$ cat src/sv/tatemp_pkg.sv
package tatemp_pkg;

	localparam int SAMPLES_PER_READING = 10;

	localparam int SAMPLE_W = 12;
	localparam int SUM_W    = 18;
	localparam int CNT_W    = $clog2(SAMPLES_PER_READING + 1);
	localparam int TEMP_W   = 17;
	localparam int RES_W    = 20;
	localparam int BETA_W   = 14;
	localparam int T0_W     = 15;
	localparam int IDX_W    = 2;

	localparam logic [SUM_W-1:0] FULL_SUM = SUM_W'(SAMPLES_PER_READING * 4095);

	// register indexes
	localparam logic [IDX_W-1:0] REG_SERIES  = 2'd0;
	localparam logic [IDX_W-1:0] REG_NOMINAL = 2'd1;
	localparam logic [IDX_W-1:0] REG_BETA    = 2'd2;
	localparam logic [IDX_W-1:0] REG_T0      = 2'd3;

	localparam int DIV_W = 48;
	localparam logic [27:0] LN2_Q28 = 28'd186065279;
	localparam logic [DIV_W-1:0] NUM_K = DIV_W'(100) << 40;
	localparam logic [16:0] KELVIN_OFS = 17'd27315;
	localparam logic [DIV_W-1:0] TK_MAX = DIV_W'(77315);
	localparam logic signed [TEMP_W-1:0] TEMP_MAX = 17'sd50000;

	typedef struct packed {
		logic [RES_W-1:0]       series;
		logic [RES_W-1:0]       nominal;
		logic [BETA_W-1:0]      beta;
		logic signed [T0_W-1:0] t0;
	} cfg_t;

	typedef struct packed {
		logic signed [TEMP_W-1:0] temp;
		logic                     fault;
	} result_t;

	// sum queue handshake between front and back
	typedef struct packed {
		logic             valid;
		logic [SUM_W-1:0] sum;
	} sumq_t;

endpackage

$ cat src/sv/tatemp_front.sv
module tatemp_front
	import tatemp_pkg::*;
(
	input  logic                clk,
	input  logic                arst_n,
	input  logic                push,
	output logic                full,
	input  logic [SAMPLE_W-1:0] adc_sample,
	output sumq_t               sq,
	input  logic                sq_pop
);

	logic [SUM_W-1:0] sum_q;
	logic [CNT_W-1:0] cnt_q;
	logic [SUM_W-1:0] ent_q [2];
	logic             wp_q, rp_q;
	logic [1:0]       fill_q;
	logic             acc, last, wr, rd;
	logic [SUM_W-1:0] nsum;

	assign full = (fill_q == 2'd2);
	assign acc  = push && !full;
	assign nsum = sum_q + SUM_W'(adc_sample);
	assign last = (cnt_q == CNT_W'(SAMPLES_PER_READING - 1));
	assign wr   = acc && last;
	assign rd   = sq_pop && (fill_q != 2'd0);

	assign sq.valid = (fill_q != 2'd0);
	assign sq.sum   = ent_q[rp_q];

	always_ff @(posedge clk or negedge arst_n) begin
		if (!arst_n) begin
			sum_q  <= '0;
			cnt_q  <= '0;
			wp_q   <= 1'b0;
			rp_q   <= 1'b0;
			fill_q <= '0;
		end else begin
			if (acc) begin
				if (last) begin
					sum_q <= '0;
					cnt_q <= '0;
				end else begin
					sum_q <= nsum;
					cnt_q <= cnt_q + 1'b1;
				end
			end
			if (wr) wp_q <= ~wp_q;
			if (rd) rp_q <= ~rp_q;
			fill_q <= fill_q + {1'b0, wr} - {1'b0, rd};
		end
	end

	always_ff @(posedge clk) begin
		if (wr) ent_q[wp_q] <= nsum;
	end

endmodule

$ cat config.mk
export PLATFORM = sky130hd
export DESIGN_NAME = tatemp_front
export DESIGN_NICKNAME = d
export VERILOG_FILES = /design/src/sv/tatemp_pkg.sv /design/src/sv/tatemp_front.sv
export SDC_FILE = /design/constraint.sdc
export NUM_CORES = 1
export LEC_CHECK = 0
export BUFFER_PORTS_ARGS = -buffer_cell sky130_fd_sc_hd__buf_2
export CAP_MARGIN = 20
export CORE_ASPECT_RATIO = 0.9
export CORE_MARGIN = 2
export CORE_UTILIZATION = 37
export DETAILED_ROUTE_END_ITERATION = 8
export MAX_ROUTING_LAYER = met4
export SYNTH_ARGS = -nofsm -noshare
export SYNTH_HDL_FRONTEND = slang
export SYNTH_SLANG_ARGS = --single-unit
$ cat constraint.sdc
create_clock -name clk -period 6.2 [get_ports clk]
set_input_delay 0 -clock clk [delete_from_list [all_inputs] [get_ports clk]]
set_output_delay 0 -clock clk [all_outputs]
set_load 0.05 [all_outputs]
==> metrics.cfg, run 1 <==
[floorplanning]
dieArea_mm2=0.00903
die_x_um=100
num_io_pins=36
start_util_pct=38.2
core_area_mm2=0.00803
row_count=31
fp.dieH_um=90.4

[worst_hold_path]
hold_path_class=primary input to flop

[routing]
vias=1979
detail-route-antenna-nets=0
initialDrtViolationCount=120
wl_um=6040
drc=0
post_drt_wl_per_cell_um=15.7
drt-pass1-iter-count=4
viasPerCell=5.14

[critical_path]
rrSetupSlack_ns=3.85
crit_fanout=7
crit_chain=ha_1 > fa_1 > a21o_1 > nand3_1 > a31oi_4 > o21ai_2 > nor2_1 > xor2_1
crit_type=flop to flop
crit_slowest_cell=fa_1
required_ns=6.28
arrival_ns=2.43
slowest_delay_ns=0.40
crit_path_end_kind=flop
cp-start-kind=flop

[power_and_ir_drop]
clockPowerShare_pct=21.2
ir_drop_v=0.000158
pwr-share-seq_pct=34.9
powerDensity_mw_per_mm2=559
p_int_uw=1230
combPwrFrac_pct=43.9
p_switching_uw=798
p_leak_uw=0.00145
p_sw_share_pct=39.4

[global_routing]
grt_use_total_pct=15.1
grt_pass1_vias=1966
grt_max_degree=27
grt_pass1_wl_um=10000
antenna_found_initial=0
grt_overflow=0

[synthesis]
yosysUniqueCellTypes=43
syn_avg_cell_area_um2=13.0
syn_inst=236
synth_edf_count=36
synth_async_sr_flop_share_pct=41.9
netlist_area_mm2=0.00307
syn_nets=267
ys_ff_latch=62
synthFlopType=edfxtp_1
ys_warn_count=0
ys_seq_area_share_pct=56.5

[timing]
worstMarginPinSlew_ns=0.954
clock_skew_ns=0.0119
holdWs_ns=0.0393
slew_headroom_pct=36.4
grt_setup_unrepaired=false
finalMaxSlewViolations=0
hold_violations=0
finalCritPeriodShare_pct=37.9
finalWorstPathRequiredPeriod_ns=2.35
timing.fmax_ghz=0.426
setup_tns_ns=0
setup_violations=0

[placement]
gp_congestion=0.872
hpwl_um=4140
port-buffer-count=35
placed_cells_incl_taps=367
placed_area_mm2=0.00336

[clock_network]
h-tree-depth=3
cts_resized=0
cts_tree=yes
cts_sinks=62
clockBufferDepth=2
clkTransAtPathRegs_ns=0.07
cts_root_buffer=clkbuf_8
cts_buffers=9
clock_latency_ns=0.35

[outcome]
status=finished, final reports clean

[final_layout]
antenna_cells=0
final_cell_count_no_fill=385
fillers=727
final_area_mm2=0.00362
layout-drive-gt1-share_pct=26.9
final_nets=312
final_common_cell=edfxtp_1
final_cell_mix=36 x edfxtp_1, 35 x buf_2, 26 x dfrtp_1
syn_to_final_growth_pct=18.0

[run]
cap_violations=0

-- worst max-delay path, delay by kind of cell (launching register included) --
kind / cells / cell delay, ns
AO/OA/AOI/OAI: 3 / 0.66
XOR/XNOR: 1 / 0.16
adder cells (fa/ha/maj): 2 / 0.61
flip-flops: 1 / 0.38
AND/OR/NAND/NOR: 2 / 0.27
-- final cells by class --
cell class / instances / area, um2 / area share, %
Clock buffer: 11 / 141 / 3.91
Clock inverter: 5 / 97.6 / 2.70
Inverter: 6 / 22.5 / 0.623
Multi-Input combinational cell: 164 / 1300 / 35.9
Sequential cell: 62 / 1730 / 47.9
Tap cell: 99 / 124 / 3.42
Timing Repair Buffer: 38 / 203 / 5.60
-- sequential cells by signal, indices dropped and copies added, names as in the netlist --
signal  flops
ent_q      36
fill_q      2
sum_q      18
wp_q        1
cnt_q       4
rp_q        1
-- kinds of logic after synthesis --
kind of cell | share of synthesized area, %
simple gates | 9.59
xor+xnor | 6.00
flops | 56.5
mux | 6.61
compound gates | 13.7
buf+inv | 1.22
fa+ha+maj | 6.36
-- worst paths after layout --
path                       cells past startpoint            to           from
max in group asynchronous                      2     sum_q[12]         arst_n
min                                            2   ent_q[0][0]  adc_sample[0]
max reg2reg                                    8  ent_q[0][16]       sum_q[0]
min reg2reg                                    1     fill_q[1]      fill_q[1]
max                                            8  ent_q[0][16]       sum_q[0]
min in group asynchronous                      2      sum_q[3]         arst_n
-- per-stage QoR --
step / worst slack, ns / util (%) / power, uW
floorplan: 4.04 / - / 1410
global placement: 3.91 / 41.8 / 1580
detailed placement: 3.86 / 41.8 / 1600
CTS: 3.85 / 45.1 / 2040
global route: 3.75 / 45.1 / 2150
finish: 3.85 / 45.1 / 2020
-- what timing repair did --
item / in CTS / in global routing
buffers inserted: 0 / 0
hold endpoints to repair: 27 / 0
hold buffers: 2 / 0
endpoints found under the setup margin: 0 / 0
-- cells in the mapped netlist (all sizes together), types with 2 or more instances --
library cell   n  area, um2
nor2           9       33.8
inv            6       22.5
xor2           8       70.1
nand2         17       63.8
o21ai         12       63.8
a211oi         2       27.5
o31a           2       17.5
nor2b          2       12.5
nand3          4       20.0
nor3           2       10.0
and2           5       31.3
nand4          2       12.5
or4            2       15.0
a21oi         10       53.8
nand2b         2       12.5
or3            4       25.0
dfrtp         26        651
o211ai         2       25.0
nor3b          3       22.5
xnor2         13        114
a31o           2       17.5
ha            14        175
o21a           3       22.5
a22o          11       96.3
a31oi          2       27.5
or2            2       12.5
clkbuf         4       15.0
a21o           4       30.0
edfxtp        36       1080
mux2          18        203
-- power by group through the flow --
stage	clock [uW]	sequential (uW)	combinational, uW
floorplan	0	668	742
global placement	0	710	872
detailed placement	0	715	888
CTS	440	708	892
global route	458	725	970
finish	429	707	887
-- routing by layer --
metal / share of wire [%] / vias up / GRT usage [%]
li1: - / 974 / -
met3: 3.6 / 11 / 3.56
met2: 46 / 32 / 21.8
met4: 2.1 / 0 / 7.19
met1: 48 / 962 / 20.2
met5: 0 / - / -
Note: power is estimated with default switching activity, not from simulation.
==> inputs of run 2 (changes only) <==
--- a/config.mk
+++ b/config.mk
@@ -5,6 +5,7 @@
 export SDC_FILE = /design/constraint.sdc
 export NUM_CORES = 1
 export LEC_CHECK = 0
+export ABC_AREA = 1
 export BUFFER_PORTS_ARGS = -buffer_cell sky130_fd_sc_hd__buf_2
 export CAP_MARGIN = 20
 export CORE_ASPECT_RATIO = 0.9
==> constraint.sdc (replaced) <==
create_clock -name clk -period 2.25 [get_ports clk]
set_input_delay 0 -clock clk [delete_from_list [all_inputs] [get_ports clk]]
set_output_delay 0 -clock clk [all_outputs]
set_load 0.05 [all_outputs]
==> run 2 against run 1 <==
Net effect: routed wire length is 14% higher; critical path type unchanged; non-clock buffer count is 3 higher; synthesized area is 7.4% higher; hold slack better by 0.0047 ns; clock power is 120% higher; core utilization is 0.68 points lower; highest routed layer unchanged; sequential power is 150% higher.
==> metrics.cfg, run 2 <==
[synthesis]
syn_nets=403  ; +51%
ys_ff_latch=62  ; unchanged
synth_async_sr_flop_share_pct=41.9  ; unchanged
synth_edf_count=36  ; unchanged
synthTopCellsByCount=139 x nand2_1, 40 x inv_1, 36 x edfxtp_1, 26 x dfrtp_1, 22 x nand3_1
synth_top_area_share_pct=32.8  ; -2.4 points
ys_warn_count=0  ; unchanged
yosysMostFrequentCell=nand2_1
syn_avg_cell_area_um2=8.86  ; -32%
ys_seq_area_share_pct=52.6  ; -3.9 points
netlist_top_cells_area=edfxtp_1 33%, dfrtp_1 20%, nand2_1 16%
syn_inst=372  ; +58%
synthFlopType=edfxtp_1
netlist_area_mm2=0.00329  ; +7.4%
yosys.area.top_type=edfxtp_1
yosysUniqueCellTypes=34  ; -21%

[critical_path]
worstSetupPathDepth=9  ; +1
required_ns=2.35  ; -3.93 ns
cp-start-kind=flop
arrival_ns=2.12  ; -0.31 ns
critical_path.most_common_cell=nand2_1
slowest_delay_ns=0.42  ; +0.02 ns
crit_path_end_kind=flop
crit_type=flop to flop
crit_slowest_cell=fa_1
crit_fanout=4  ; -3
crit_chain=ha_1 > fa_1 > nand3_1 > nand2_1 > nand2_1 > nand2_1 > nand2_1 > nand3b_1 > and2_1
rr_worst_depth=9  ; +1
cp_top_family=simple AND/OR/NAND/NOR gates
cp_num_buf_inv=0  ; unchanged

[timing]
worstMarginPinSlew_ns=0.651  ; -0.303 ns
timing.fmax_ghz=0.494  ; +16%
finalCritPeriodShare_pct=90.1  ; +52 points
finalWorstPathRequiredPeriod_ns=2.03  ; -0.323 ns
setup_tns_ns=0  ; unchanged
layout_setup_ws_ns=0.224  ; -3.63 ns
hold_violations=0  ; unchanged
holdWs_ns=0.0440  ; +0.00472 ns
setup_violations=0  ; unchanged
finalMaxSlewViolations=0  ; unchanged
clock_skew_ns=0.00752  ; -0.00437 ns
grt_setup_unrepaired=false
slew_headroom_pct=56.6  ; +20 points

[power_and_ir_drop]
powerDensity_mw_per_mm2=1440  ; +160%
p_int_uw=2930  ; +140%
clockPowerShare_pct=17.1  ; -4.1 points
pwr-share-seq_pct=31.8  ; -3.1 points
p_leak_uw=0.00188  ; +29%
ir_drop_v=0.000454  ; +190%
combPwrFrac_pct=51.1  ; +7.2 points
power_uw=5490  ; +170%
p_sw_share_pct=46.5  ; +7.1 points
p_switching_uw=2550  ; +220%

[clock_network]
cts_root_buffer=clkbuf_8
clock_latency_ns=0.34  ; about the same
cts_tree=yes
cts_buffers=9  ; unchanged
cts_sinks=62  ; unchanged
h-tree-depth=3  ; unchanged
clkTransAtPathRegs_ns=0.07  ; about the same
clockBufferDepth=2  ; unchanged

[final_layout]
reg.largest.list=ent_q x36, sum_q x18, cnt_q x4
top_register=ent_q
final_nets=449  ; +44%
final_cell_mix=139 x nand2_1, 40 x inv_1, 36 x edfxtp_1
layout-drive-gt1-share_pct=17.5  ; -9.4 points
final_cell_count_no_fill=542  ; +41%
antenna_cells=0  ; unchanged
syn_to_final_growth_pct=16.0
final_common_cell=nand2_1
largest_reg_flops=36  ; unchanged

[floorplanning]
core_area_mm2=0.00861  ; +7.2%
row_count=32  ; +3.2%
fp.dieH_um=93.5  ; +3.5%
num_io_pins=36  ; unchanged
dieArea_mm2=0.00968  ; +7.1%
die_x_um=103  ; +3.5%
start_util_pct=38.3  ; +0.075 points

[placement]
placed_cells_incl_taps=524  ; +43%
hpwl_um=4960  ; +20%
port-buffer-count=35  ; unchanged
dp_slack_ns=0.224  ; -3.64 ns
gp_congestion=0.874  ; +0.25%

[routing]
wl_um=6890  ; +14%
initialDrtViolationCount=134  ; +12%
post_drt_wl_per_cell_um=12.7  ; -19%
vias=2475  ; +25%
drt-pass1-iter-count=4  ; unchanged
viasPerCell=4.57  ; -11%
detail-route-antenna-nets=0  ; unchanged
drc=0  ; unchanged

[outcome]
status=finished, final reports clean

[global_routing]
grt_use_total_pct=16.6  ; +1.5 points
antenna_found_initial=0  ; unchanged
grt_max_degree=27  ; unchanged
grt_overflow=0  ; unchanged
grt_pass1_wl_um=11600  ; +16%
grt_pass1_vias=2445  ; +24%

[run]
cap_violations=0  ; unchanged

[worst_hold_path]
hold_depth=4  ; +2
hold_path_class=primary input to flop

-- run 2: power by group through the flow --
| stage | Clock [uW] | Sequential, uW | Combinational, uW |
|---|---|---|---|
| 6_report | 938 | 1740 | 2810 |
| 5_1_grt | 1010 | 1770 | 3150 |
| 4_1_cts | 964 | 1740 | 2830 |
| 3_5_place_dp | 0 | 1760 | 2810 |
| 3_3_place_gp | 0 | 1760 | 2760 |
| 2_1_floorplan | 0 | 1730 | 2160 |
-- run 2: per-stage QoR --
step                util (%)  cell area, um2
floorplan                  -            3290
global placement        42.0            3620
detailed placement      42.0            3620
CTS                     44.4            3820
global route            44.4            3820
finish                  44.4            3820
-- run 2: logic make-up after synthesis --
logic type               after synthesis  share of synthesized area (%)
AND/OR/NAND/NOR                      210                           27.7
adder cells (fa/ha/maj)               15                           5.92
buffers and inverters                 50                           5.92
AO/OA/AOI/OAI                         22                           4.18
XOR/XNOR                              13                           3.68
flip-flops                            62                           52.6
-- run 2: layer usage --
metal | vias up | GRT usage [%] | routed length (um)
li1 | 1288 | - | -
met1 | 1117 | 23.0 | 3480
met2 | 58 | 23.4 | 2890
met3 | 12 | 3.89 | 377
met4 | 0 | 6.69 | 133
met5 | - | - | 0
-- run 2: repair_timing --
item | in CTS | in global routing
buffers inserted | 0 | 0
hold buffers | 2 | 0
resized for setup | 0 | 0
endpoints found under the hold margin | 27 | 0
-- run 2: worst reg2reg max path, delay by kind of cell (launching register included) --
kind | cells | cell delay, ns
adders and majority gates | 2 | 0.66
and+or+nand+nor | 7 | 0.73
DFF | 1 | 0.39
-- run 2: final cells by class --
type | count | area, um2
clock buffer | 11 | 131
tap | 119 | 149
clock inverter | 5 | 50.0
sequential | 62 | 1730
fill | 841 | 4790
timing repair buffer | 41 | 225
inverter | 44 | 165
multi-input combinational | 260 | 1370
-- run 2: final timing paths --
check | startpoint | to | slack (ns)
worst max-delay path | sum_q[0] | ent_q[1][14] | 0.22
worst min-delay path | push | wp_q | 0.04
worst max register to register | sum_q[0] | ent_q[1][14] | 0.22
worst min register to register | sum_q[10] | sum_q[10] | 0.49
max in group asynchronous | arst_n | sum_q[14] | 1.61
min in group asynchronous | arst_n | cnt_q[0] | 0.22
